File: src/hw/rtl/tslp_pkg.sv
// Shared types, codes and helper functions of the text symbol line parser.
`default_nettype none

package tslp_pkg;

	localparam int unsigned RqDepth = 4;

	localparam logic [7:0] ChSpace = 8'd32;
	localparam logic [7:0] ChDel   = 8'd127;
	localparam logic [7:0] ChZero  = 8'd48;
	localparam logic [7:0] ChNine  = 8'd57;
	localparam logic [7:0] ChLowA  = 8'd97;
	localparam logic [7:0] ChLowF  = 8'd102;
	localparam logic [7:0] ChUpA   = 8'd65;
	localparam logic [7:0] ChUpF   = 8'd70;
	localparam logic [7:0] HexTen  = 8'd10;

	typedef enum logic [1:0] {
		KIND_NAME = 2'd0,
		KIND_DONE = 2'd1,
		KIND_ERR  = 2'd2
	} kind_t;

	typedef enum logic [4:0] {
		MODE_IDLE   = 5'b00001,
		MODE_NAME   = 5'b00010,
		MODE_SPACES = 5'b00100,
		MODE_DIGITS = 5'b01000,
		MODE_DROP   = 5'b10000
	} mode_t;

	typedef struct packed {
		kind_t       kind;
		logic [7:0]  name_byte;
		logic [31:0] addr;
		logic        run_end;
	} result_t;

	typedef struct packed {
		logic [1:0]  count;
		result_t     res0;
		result_t     res1;
		mode_t       mode_next;
		logic [31:0] acc_next;
	} parse_out_t;

	// Returns {is_hex, digit value}.
	function automatic logic [4:0] hex_digit(input logic [7:0] c);
		logic [7:0] d;
		begin
			d = 8'd0;
			hex_digit = 5'd0;
			if (c >= ChZero && c <= ChNine) begin
				d = c - ChZero;
				hex_digit = {1'b1, d[3:0]};
			end else if (c >= ChLowA && c <= ChLowF) begin
				d = c - ChLowA + HexTen;
				hex_digit = {1'b1, d[3:0]};
			end else if (c >= ChUpA && c <= ChUpF) begin
				d = c - ChUpA + HexTen;
				hex_digit = {1'b1, d[3:0]};
			end
		end
	endfunction

endpackage

`default_nettype wire

File: src/hw/rtl/tslp_parse.sv
// Per-byte record parsing: next mode, next address and up to two results.
`default_nettype none

module tslp_parse
	import tslp_pkg::*;
(
	input  mode_t       mode,
	input  logic [31:0] acc,
	input  logic [7:0]  byte_in,
	input  logic        last,
	output parse_out_t  po
);

	logic        printable;
	logic [4:0]  hx;
	logic [31:0] acc_shift;
	result_t     r_name;
	result_t     r_err;
	result_t     r_done;
	result_t     r_done_new;

	always_comb begin
		printable  = (byte_in > ChSpace) && (byte_in < ChDel);
		hx         = hex_digit(byte_in);
		acc_shift  = {acc[27:0], hx[3:0]};
		r_name     = '{kind: KIND_NAME, name_byte: byte_in, addr: 32'd0, run_end: 1'b0};
		r_err      = '{kind: KIND_ERR, name_byte: 8'd0, addr: 32'd0, run_end: 1'b0};
		r_done     = '{kind: KIND_DONE, name_byte: 8'd0, addr: acc, run_end: 1'b0};
		r_done_new = '{kind: KIND_DONE, name_byte: 8'd0, addr: acc_shift, run_end: 1'b0};

		po.count     = 2'd0;
		po.res0      = r_err;
		po.res1      = r_err;
		po.mode_next = mode;
		po.acc_next  = acc;

		case (mode)
			MODE_NAME: begin
				if (printable) begin
					po.res0  = r_name;
					po.count = last ? 2'd2 : 2'd1;
				end else if (byte_in == ChSpace) begin
					po.mode_next = MODE_SPACES;
					po.res0      = r_done;
					po.count     = last ? 2'd1 : 2'd0;
				end else begin
					po.count     = 2'd1;
					po.mode_next = MODE_DROP;
				end
			end
			MODE_SPACES, MODE_DIGITS: begin
				if (byte_in == ChSpace && mode == MODE_SPACES) begin
					po.res0  = r_done;
					po.count = last ? 2'd1 : 2'd0;
				end else if (hx[4]) begin
					po.acc_next  = acc_shift;
					po.mode_next = MODE_DIGITS;
					po.res0      = r_done_new;
					po.count     = last ? 2'd1 : 2'd0;
				end else if (byte_in < ChSpace) begin
					po.res0      = r_done;
					po.count     = 2'd1;
					po.mode_next = MODE_IDLE;
					po.acc_next  = 32'd0;
				end else begin
					po.count     = 2'd1;
					po.mode_next = MODE_DROP;
				end
			end
			MODE_DROP: begin
				po.count = 2'd0;
			end
			default: begin
				if (byte_in <= ChSpace) begin
					po.mode_next = MODE_IDLE;
				end else if (printable) begin
					po.acc_next  = 32'd0;
					po.res0      = r_name;
					po.mode_next = MODE_NAME;
					po.count     = last ? 2'd2 : 2'd1;
				end else begin
					po.count     = 2'd1;
					po.mode_next = MODE_DROP;
				end
			end
		endcase

		// The last byte of a file always leaves the parser clean for the next file.
		if (last) begin
			po.mode_next = MODE_IDLE;
			po.acc_next  = 32'd0;
		end

		if (po.count == 2'd2) begin
			po.res1.run_end = 1'b1;
		end else begin
			po.res0.run_end = 1'b1;
		end
	end

endmodule

`default_nettype wire

File: src/hw/rtl/tslp_rq.sv
// Result queue: takes up to two results per cycle, hands out one per cycle while pop is high and it is not empty.
`default_nettype none

module tslp_rq
	import tslp_pkg::*;
#(
	parameter int unsigned DEPTH = RqDepth
) (
	input  logic                         clk,
	input  logic                         arst_n,
	input  logic [1:0]                   push_n,
	input  result_t                      wdata0,
	input  result_t                      wdata1,
	input  logic                         pop,
	output result_t                      head,
	output logic                         not_empty,
	output logic [$clog2(DEPTH+1)-1:0]   count
);

	localparam int unsigned AW = (DEPTH > 1) ? $clog2(DEPTH) : 1;
	localparam int unsigned CW = $clog2(DEPTH + 1);
	localparam logic [AW-1:0] LastIdx = AW'(DEPTH - 1);

	result_t       mem_q [DEPTH];
	logic [AW-1:0] wr_q;
	logic [AW-1:0] rd_q;
	logic [CW-1:0] count_q;
	logic [AW-1:0] wr_nxt1;
	logic [AW-1:0] wr_nxt2;
	logic          do_pop;

	always_comb begin
		wr_nxt1 = (wr_q == LastIdx) ? '0 : wr_q + AW'(1);
		wr_nxt2 = (wr_nxt1 == LastIdx) ? '0 : wr_nxt1 + AW'(1);
		do_pop  = pop && (count_q != '0);
	end

	always_ff @(posedge clk) begin
		if (push_n != 2'd0) begin
			mem_q[wr_q] <= wdata0;
		end
		if (push_n == 2'd2) begin
			mem_q[wr_nxt1] <= wdata1;
		end
	end

	always_ff @(posedge clk or negedge arst_n) begin
		if (!arst_n) begin
			wr_q    <= '0;
			rd_q    <= '0;
			count_q <= '0;
		end else begin
			case (push_n)
				2'd1:    wr_q <= wr_nxt1;
				2'd2:    wr_q <= wr_nxt2;
				default: wr_q <= wr_q;
			endcase
			if (do_pop) begin
				rd_q <= (rd_q == LastIdx) ? '0 : rd_q + AW'(1);
			end
			count_q <= count_q + CW'(push_n) - CW'(do_pop);
		end
	end

	assign head      = mem_q[rd_q];
	assign not_empty = (count_q != '0);
	assign count     = count_q;

endmodule

`default_nettype wire

File: src/hw/rtl/text_symbol_line_parser.sv
// Top level of the text symbol line parser: input stage, parser state and result queue.
`default_nettype none

// The parser takes one byte of a text symbol file per word on the input
// channel and returns name bytes, record-complete words carrying the 32-bit
// hex address, and format errors on the output channel. A byte is captured
// into an input register; once the queue has room, the parser logic updates
// the record state and writes up to two results into a small result queue,
// from which one result word leaves per cycle while the output side takes
// words. The block accepts one byte per clock cycle as long as the queue has
// room for two results, which is set by the queue depth parameter and by how
// quickly the output side takes words. A byte that ends a file while inside
// a name yields two results, so a long stream of such bytes is held back by
// the single output port. After a format error, bytes are swallowed without
// results up to and including the byte marked as the last of the file.

module text_symbol_line_parser
	import tslp_pkg::*;
#(
	parameter int unsigned RQ_DEPTH = RqDepth
) (
	input  logic        clk,
	input  logic        arst_n,
	input  logic        in_valid,
	output logic        in_ready,
	input  logic [7:0]  byte_value,
	input  logic        final_byte,
	output logic        out_valid,
	input  logic        out_ready,
	output logic [1:0]  kind,
	output logic [7:0]  name_byte,
	output logic [31:0] symbol_address,
	output logic        run_end
);

	localparam int unsigned CW = $clog2(RQ_DEPTH + 1);
	localparam logic [CW-1:0] RoomLimit = CW'(RQ_DEPTH - 2);

	// Input stage.
	logic        valid_s1;
	logic [7:0]  byte_s1;
	logic        final_s1;

	// Record state.
	mode_t       mode_q;
	logic [31:0] acc_q;

	parse_out_t    po;
	result_t       head;
	logic          rq_not_empty;
	logic [CW-1:0] rq_count;
	logic          advance;
	logic [1:0]    push_n;

	// The parser only consumes the staged byte when the queue can absorb
	// the worst case of two results, judged from registered count alone.
	assign advance  = valid_s1 && (rq_count <= RoomLimit);
	assign in_ready = !valid_s1 || (rq_count <= RoomLimit);
	assign push_n   = advance ? po.count : 2'd0;

	always_ff @(posedge clk or negedge arst_n) begin
		if (!arst_n) begin
			valid_s1 <= 1'b0;
		end else if (in_ready) begin
			valid_s1 <= in_valid;
		end
	end

	always_ff @(posedge clk) begin
		if (in_ready && in_valid) begin
			byte_s1  <= byte_value;
			final_s1 <= final_byte;
		end
	end

	always_ff @(posedge clk or negedge arst_n) begin
		if (!arst_n) begin
			mode_q <= MODE_IDLE;
			acc_q  <= 32'd0;
		end else if (advance) begin
			mode_q <= po.mode_next;
			acc_q  <= po.acc_next;
		end
	end

	tslp_parse u_parse (
		.mode    (mode_q),
		.acc     (acc_q),
		.byte_in (byte_s1),
		.last    (final_s1),
		.po      (po)
	);

	tslp_rq #(
		.DEPTH (RQ_DEPTH)
	) u_rq (
		.clk       (clk),
		.arst_n    (arst_n),
		.push_n    (push_n),
		.wdata0    (po.res0),
		.wdata1    (po.res1),
		.pop       (out_ready),
		.head      (head),
		.not_empty (rq_not_empty),
		.count     (rq_count)
	);

	assign out_valid      = rq_not_empty;
	assign kind           = head.kind;
	assign name_byte      = head.name_byte;
	assign symbol_address = head.addr;
	assign run_end        = head.run_end;

	// The queue never holds more results than it has entries.
	assert property (@(posedge clk) disable iff (!arst_n) rq_count <= CW'(RQ_DEPTH))
		else $error("result queue overflow");

	// A staged byte that cannot advance is kept for the next cycle.
	assert property (@(posedge clk) disable iff (!arst_n)
		(valid_s1 && !advance) |=> (valid_s1 && $stable(byte_s1) && $stable(final_s1)))
		else $error("staged byte lost while stalled");

	// The last byte of a file returns the parser to idle with a clear address.
	assert property (@(posedge clk) disable iff (!arst_n)
		(advance && final_s1) |=> (mode_q == MODE_IDLE && acc_q == 32'd0))
		else $error("parser not reset at end of file");

	// Nothing is pushed without a staged byte being consumed.
	assert property (@(posedge clk) disable iff (!arst_n)
		(rq_count > $past(rq_count)) |-> $past(advance))
		else $error("result pushed without a byte");

endmodule

`default_nettype wire

File: config.mk
export PLATFORM = sky130hd
export DESIGN_NAME = text_symbol_line_parser
export DESIGN_NICKNAME = d
export VERILOG_FILES = /design/src/hw/rtl/tslp_pkg.sv /design/src/hw/rtl/tslp_parse.sv /design/src/hw/rtl/tslp_rq.sv /design/src/hw/rtl/text_symbol_line_parser.sv
export SDC_FILE = /design/constraint.sdc
export NUM_CORES = 1
export LEC_CHECK = 0
export BUFFER_PORTS_ARGS = -buffer_cell sky130_fd_sc_hd__clkbuf_2
export CAP_MARGIN = 40
export CORE_MARGIN = 4
export CORE_UTILIZATION = 61
export DETAILED_ROUTE_END_ITERATION = 8
export GPL_ROUTABILITY_DRIVEN = 0
export PLACE_DENSITY_LB_ADDON = 0.12
export SYNTH_ARGS = -nofsm -noshare
export SYNTH_HDL_FRONTEND = slang
export SYNTH_SLANG_ARGS = --single-unit
File: constraint.sdc
create_clock -name clk -period 4.1 [get_ports clk]
set_clock_uncertainty 0.05 [all_clocks]
set_input_delay 0.205 -clock clk [delete_from_list [all_inputs] [get_ports clk]]
set_output_delay 0.205 -clock clk [all_outputs]
set_load 0.01 [all_outputs]
* After elaboration in Yosys (flattened, before gate mapping)
Memory sizes are Yosys's and may differ from the RTL's. Index checks and enable logic that the tools add are counted. W data, S select, Z words.
Storage, ports and cells: flip-flop bits (word level) 54, bits in writable memories 172, bits of input ports 13, logic and storage cells 105, memories 1
Operators by class: add/subtract/negate cells 10, $lt $le $gt $ge 11, equal/unequal tests 17, multiplexer cells 40, reductions and logical operators 18
Memories:
- u_rq.mem_q | words 4, width 43, rd ports 1, clocked after memory_dff 0, write ports 2, line tslp_rq.sv:24 | result_t mem_q [DEPTH];
Operators with widths (count):
- $mux W45 | 4
- $mux W43 | 3
- $pmux W43 S3 | 1
- $mux W37 | 3
- $mux W32 | 3
- $pmux W32 S2 | 1
- $mux W5 | 8
- $ge A8 B7 Y1 const B | 2
- $le A8 B6 Y1 const B | 2
- $le A8 B7 Y1 const B | 2
- $pmux W5 S3 | 1
- $mux W2 | 7
- $sub A4 B1 Y4 const B | 3
- $eq A2 B2 Y1 const B | 5
- $ne A3 B3 Y1 const B | 3
- $add A4 B4 Y4 const B | 2
- $eq A8 B6 Y1 const B | 1
- $ge A8 B6 Y1 const B | 1
- $gt A8 B6 Y1 const B | 1
- $logic_and A1 B1 Y1 | 8
- $lt A8 B6 Y1 const B | 1
- $lt A8 B7 Y1 const B | 1
- $mux W1 | 7
- $add A2 B1 Y2 const B | 3
- other kinds (20) | 23

* Longest topological paths before layout
Gate-level depths: netlist (run 1).
depth in word-level cells 12, depth in mapped cells 17

* Cells and area by module
Synthesis (run 1) repeated with hierarchy kept, for this count alone.
Second synthesis, totals: cells, all modules 909, area total of the unflattened synthesis 13254.0 um2
By module, submodules not included:
- tslp_rq | times used 1, cells an instance 472, area each 8938.6 um2, seq. area each 5340.1 um2
- tslp_parse | times used 1, cells an instance 339, area each 2548.7 um2, seq. area each 0.0 um2
- text_symbol_line_parser | times used 1, cells an instance 98, area each 1766.7 um2, seq. area each 1222.4 um2

* Worst setup path after synthesis (run 1)
No wires, ideal clock.
path kind reg2reg, from register byte_s1[1], to memory u_rq.mem_q[0][4] (netlist name), arrival 3.212 ns, slack 0.699 ns, cell stages (with the launch flop) 18, buffers on the path 4, period minus slack after synthesis 3.401 ns, path through edfxtp_1 -> clkbuf_1 -> inv_1 -> ha_1 -> nor3b_2 -> a211oi_4 -> or2_2 -> clkbuf_1 -> o22ai_1 -> o21ai_1 -> ha_1 -> clkbuf_1 -> nand2_1 -> nand2_1 -> a21oi_1 -> buf_2 -> a22oi_1 -> o21ai_0
RTL lines:
- start, declared | line text_symbol_line_parser.sv:41 | logic [7:0] byte_s1;
- start signal, assigned | line text_symbol_line_parser.sv:71 | byte_s1 <= byte_value;
- end, declared | line tslp_rq.sv:24

==> qor.yml, run 1 <==
clk_latency_ns: 0.51
nNetsFinal: 1081
setup_slack_ns: 0.305
place_ws_ns: 0.218
final_area_um2: 11800
drc: 0
clkTransAtPathRegs_ns: 0.06
synth_ff_type: "dfxtp_1"
dp.cells: 1228
syn_to_final_growth_pct: 15.0
port_buffers: 57
cp-start-kind: "register"
max_freq_mhz: 263
timing.setup.tns_ns: 0
whs_path_depth: 3
crit_path_max_incr_delay_ns: 0.59
io_pins: 58
cts_buffers: 25
fin_crit_sh_pct: 92.6
hold_ws_ns: 0.157
gr-usage-met1_pct: 43.2
p_leak_nw: 5.25
num_rows: 47
hp-class: "primary input to register"
fin_util_pct: 71.3
antenna_cells: 0
initial_core_util_pct: 62.0
crit_chain: "or4b_4 -> a211oi_4 -> or2_2 -> o22ai_1 -> o21ai_1 -> ha_1 -> buf_4 -> nand2_1 -> nand2_1 -> a21oi_2 -> buf_4 -> a221o_1"
ff2ff_path_depth: 12
syn_nets: 1035
slew_headroom_pct: 50.1
maxCapViolCount: 0
overflow: 0
vias: 8251
ir_drop_v: 0.000447
stdcell_count: 1290
drive_gt1_share_pct: 20.7
antenna_found_initial: 0
rr_startpoint: "byte_s1[6]"
synth-edff-count: 13
met2_usage_pct: 46.0
avgSynthCellArea_um2: 10.2
crit_path_max_fanout: 31
cts_tree: "built"
setup_viol: 0
synthDistinctLibCells: 65
wire_per_inst_um: 21.3
worst_pin_slew_ns: 0.748
post_dp_cell_area_um2: 10800
root_buffer: "clkbuf_16"
dieArea_um2: 18900
cts.sinks: 226
status: "complete, no violations"
slowest_stage: "edfxtp_1"
hold_path.startpoint: "out_ready"
synthesis.area_um2: 10200
fin_crit_ns: 3.80
powerDensity_nw_per_um2: 582
ant_nets: 0
syn_inst: 1006
yosysWarnings: 0
gr-usage-all-layers_pct: 29.3
worstPathRequired_ns: 4.45
core_area_um2: 16500
hold_end: "u_rq.rd_q[0]"
path_class: "register to register"
die-height_um: 138
busiest_layer: "met2"
grt_first_pass_wirelength_um: 43400
h-tree-depth: 1
grt_pass1_vias: 7895
die_w_um: 138
rsz0062_at_grt: "false"
drt_iter0_drc: 935
drt-total-wl_um: 27500
rr_endpoint: "u_rq.mem_q[3][1]"
globalRouteMet3Util_pct: 3.73
slew_viol_final: 0
ys_seq_elements: 226
total_power_mw: 6.86
crit_arrival_ns: 4.14
hold_viol: 0
grt_max_degree: 46
ys_seq_area_share_pct: 47.6
via_per_inst: 6.40
critPathCaptureType: "register"
ys_async_sr_fraction_pct: 19.9
r2r_slack_ns: 0.30
dpl.hpwl_um: 16600
firstDrtPassIters: 5
cts.path.max_buffers: 3
==> how the worst max path moves through the flow <==
stage / startpoint / end / slack, ns / cells past startpoint
global route: byte_s1[6] / u_rq.mem_q[0][4] / 0.06 / 13
global placement: byte_s1[0] / u_rq.mem_q[1][19] / 0.15 / 14
detailed placement: byte_s1[0] / u_rq.mem_q[0][16] / 0.22 / 14
finish: byte_s1[6] / u_rq.mem_q[3][1] / 0.30 / 12
CTS: byte_s1[0] / u_rq.mem_q[0][12] / 0.19 / 14
floorplan: byte_s1[1] / u_rq.mem_q[0][4] / 0.70 / 17
==> cells in the final DEF (no fill, tap or decap), drive strengths merged, types with 8 or more instances in the layout <==
cell         synthesis  routed
a21oi               21      21
a22o                67      67
a22oi              121     121
and3                 8       8
buf                 34      45
clkbuf              60      90
dfrtp               44      44
dfxtp              168     168
dlygate4sd3          0      11
edfxtp              13      13
ha                  15      15
inv                 20      22
mux4                43      43
nand2              253     253
nand2b              10      10
nand3                8       8
nor2                18      18
nor3                 9       9
o21ai               25      25
==> synthesized netlist by cell type (all sizes together), types with 3 or more instances <==
cell / count / share of area, %
and2: 6 / 0.37
clkbuf: 60 / 2.2
nand2b: 10 / 0.61
xor2: 4 / 0.34
nor2b: 4 / 0.24
nor3: 9 / 0.88
nor2: 18 / 0.73
o21ai: 25 / 1.3
a21oi: 21 / 1.1
a22o: 67 / 5.7
and3: 8 / 0.49
ha: 15 / 1.8
a22oi: 121 / 8.9
nand3: 8 / 0.39
mux2: 5 / 0.62
a2bb2oi: 5 / 0.43
mux4: 43 / 9.5
buf: 34 / 2.5
dfxtp: 168 / 33
dfrtp: 44 / 11
a31oi: 4 / 0.31
inv: 20 / 0.73
nand2: 253 / 9.3
a21o: 3 / 0.22
edfxtp: 13 / 3.8
==> layer usage <==
| metal | wire length (um) | vias up |
|---|---|---|
| li1 | - | 3746 |
| met3 | 2200 | 46 |
| met5 | 0 | - |
| met4 | 537 | 0 |
| met2 | 13000 | 404 |
| met1 | 11800 | 4055 |
==> flip-flops by register name, summed over array words and instances (netlist names) <==
signal	count
acc_q	32
u_rq.wr_q	2
valid_s1	1
u_rq.mem_q	172
u_rq.rd_q	2
final_s1	1
mode_q	5
u_rq.count	3
byte_s1	8
==> repair_timing <==
action                                  in CTS  in global routing
hold buffers                                11                  0
endpoints found under the setup margin       0                 29
gates resized for setup                      0                  0
endpoints found under the hold margin       54                  0
setup buffers                                0                  6
==> cell type report <==
cell class                      count  area (um2)
Inverter                           20        75.1
Timing Repair Buffer              113         820
Fill cell                        1226        4740
Clock buffer                       33         696
Tap cell                          220         275
Sequential cell                   226        4880
Multi-Input combinational cell    666        4870
Clock inverter                     12         168
==> logic make-up after synthesis <==
family	share of synthesized area (%)
multiplexers	10.2
AO/OA/AOI/OAI	19.8
buffers and inverters	5.41
flip-flops	47.6
adder cells (fa/ha/maj)	2.03
XOR/XNOR	0.513
AND/OR/NAND/NOR	14.5
==> power by group <==
group | switching, mW | internal, mW
registers | 0.243 | 2.45
logic | 1.06 | 0.769
clock network | 0.898 | 1.45
==> worst max-delay path: cells and delay by family (launching register included) <==
kind	cells	cell delay [ns]
simple gates	4	1.11
fa+ha+maj	1	0.30
buf+inv	2	0.48
compound gates	5	1.16
flops	1	0.59
(Power assumes the default switching activity.)
==> inputs of run 2 (changes only) <==
- SETUP_SLACK_MARGIN: default -> 0.5
==> run 2 against run 1 <==
Compared with the run above: die area did not move; global-route usage increased by 0.081 points; non-clock buffer count increased by 23; hold slack got worse by 0.012 ns; flip-flop and latch count stayed put; wire length is 1.2% higher; highest routed layer unchanged.
==> qor.yml, run 2 (synthesis gave the netlist of run 1 again) <==
wire_per_inst_um: 21.2  # was 21.3 um
cts_tree: "built"  # unchanged
hold_viol: 0  # unchanged
die_w_um: 138  # unchanged
seqCellArea_um2: 4880  # unchanged
num_rows: 47  # unchanged
clkTransAtPathRegs_ns: 0.06  # about the same
worstPathRequired_ns: 4.45  # about the same
fin_crit_sh_pct: 85.3  # was 92.6%
drive_gt1_share_pct: 23.3  # was 20.7%
drt_iter0_drc: 827  # was 935
cts_buffers: 25  # unchanged
nNetsFinal: 1104  # was 1081
firstDrtPassIters: 6  # was 5
antenna_cells: 0  # unchanged
drc: 0  # unchanged
drt-total-wl_um: 27800  # was 27500 um
grt_pass1_vias: 7913  # was 7895
cts.path.max_buffers: 3  # unchanged
powerDensity_nw_per_um2: 580  # was 582 nW/um2
multi_input_area_um2: 4940  # was 4870 um2
h-tree-depth: 1  # unchanged
status: "complete, no violations"  # unchanged
initial_core_util_pct: 62.0  # unchanged
slew_viol_final: 0  # unchanged
setup_slack_ns: 0.601  # was 0.305 ns
nFillCells: 1157  # was 1226
largest_reg_flops: 172  # unchanged
place_ws_ns: 0.218  # unchanged
antenna_found_initial: 0  # unchanged
overflow: 0  # unchanged
via_per_inst: 6.41  # was 6.40
grt_first_pass_wirelength_um: 43500  # was 43400 um
hp-class: "primary input to register"  # unchanged
regMostFlops: "u_rq.mem_q"  # unchanged
slew_headroom_pct: 46.4  # was 50.1%
root_buffer: "clkbuf_16"  # unchanged
clk_latency_ns: 0.51  # about the same
io_pins: 58  # unchanged
critPathCaptureType: "register"  # unchanged
die-height_um: 138  # unchanged
final_common_cell: "nand2_1"  # unchanged
maxCapViolCount: 0  # unchanged
crit_arrival_ns: 3.85  # was 4.14 ns
worst_pin_slew_ns: 0.804  # was 0.748 ns
timing.setup.tns_ns: 0  # unchanged
vias: 8410  # was 8251
setup_viol: 0  # unchanged
p_leak_nw: 5.37  # was 5.25 nW
ant_nets: 0  # unchanged
syn_to_final_growth_pct: 18.0  # was 15.0%
layout_common_cells: "nand2_1 (252), dfxtp_1 (168), a22oi_1 (121), a22o_1 (67), clkbuf_2 (57)"  # was nand2_1 (253), dfxtp_1 (168), a22oi_1 (121), a22o_1 (67), clkbuf_2 (57)
core_area_um2: 16500  # unchanged
cp-start-kind: "register"  # unchanged
top_regs: "u_rq.mem_q (172), acc_q (32), byte_s1 (8)"  # unchanged
grt_max_degree: 46  # unchanged
gr-usage-all-layers_pct: 29.4  # was 29.3%
ir_drop_v: 0.000455  # was 0.000447 V
dieArea_um2: 18900  # unchanged
dpl.hpwl_um: 16600  # unchanged
cts.sinks: 226  # unchanged
fin_crit_ns: 3.50  # was 3.80 ns
rsz0062_at_grt: "true"  # was false
crit_path_max_fanout: 31  # unchanged
path_class: "register to register"  # unchanged
max_freq_mhz: 286  # was 263 MHz
port_buffers: 57  # unchanged
-- run 2: routing by layer --
layer / GRT usage (%) / vias up / part of all wire, %
li1: - / 3792 / -
met1: 43.1 / 4162 / 43
met2: 46.6 / 410 / 47
met3: 3.65 / 46 / 7.8
met4: 7.76 / 0 / 1.8
met5: 0 / - / 0
-- run 2: power breakdown --
group	switching, mW	total, mW	internal (mW)
logic	1.12	1.98	0.869
registers	0.235	2.68	2.45
clock network	0.901	2.35	1.45
-- run 2: layout make-up --
cell class,instances,share of cell area (%)
multi-input combinational,666,40.9
sequential,226,40.4
timing repair buffer,136,8.68
clock buffer,33,5.76
tap,220,2.28
clock inverter,12,1.39
inverter,20,0.621
-- run 2: repair_timing --
action | CTS | global route
pin swaps | 2 | 4
setup buffers | 12 | 17
hold buffers | 11 | 0
hold endpoints to repair | 54 | 0
gates resized for setup | 4 | 25
setup endpoints to repair | 136 | 150
-- run 2: worst paths after layout --
check / startpoint / endpoint / slack, ns / cells past startpoint
max: byte_s1[4] / u_rq.mem_q[3][1] / 0.60 / 13
min: out_ready / u_rq.rd_q[0] / 0.15 / 3
max reg2reg: byte_s1[4] / u_rq.mem_q[3][1] / 0.60 / 13
min reg2reg: u_rq.mem_q[2][2] / u_rq.mem_q[2][2] / 0.41 / 2
max in group asynchronous: arst_n / u_rq.rd_q[0] / 3.21 / 3
min in group asynchronous: arst_n / acc_q[10] / 0.30 / 3
-- run 2: through the flow --
step	power, mW	instance area, um2	utilization (%)	std cells	hold slack [ns]
floorplan	3.92	10200	-	1006	-0.141
global placement	4.51	10700	64.9	1226	0.306
detailed placement	4.54	10800	65.1	1228	0.306
CTS	6.96	11900	71.9	1296	0.122
global route	7.30	12100	73.2	1313	0.152
finish	7.01	12100	73.2	1313	0.145
-- run 2: worst max-delay path, cell delays in order, from the launching register on --
cell      delay [ns]
edfxtp_1        0.47
or4b_4          0.56
a211oi_4        0.32
or2_4           0.23
o22ai_1         0.10
o21ai_2         0.25
buf_4           0.15
ha_2            0.21
buf_4           0.17
nand2_1         0.14
nand2_4         0.15
a21oi_2         0.06
buf_8           0.22
a221o_1         0.31
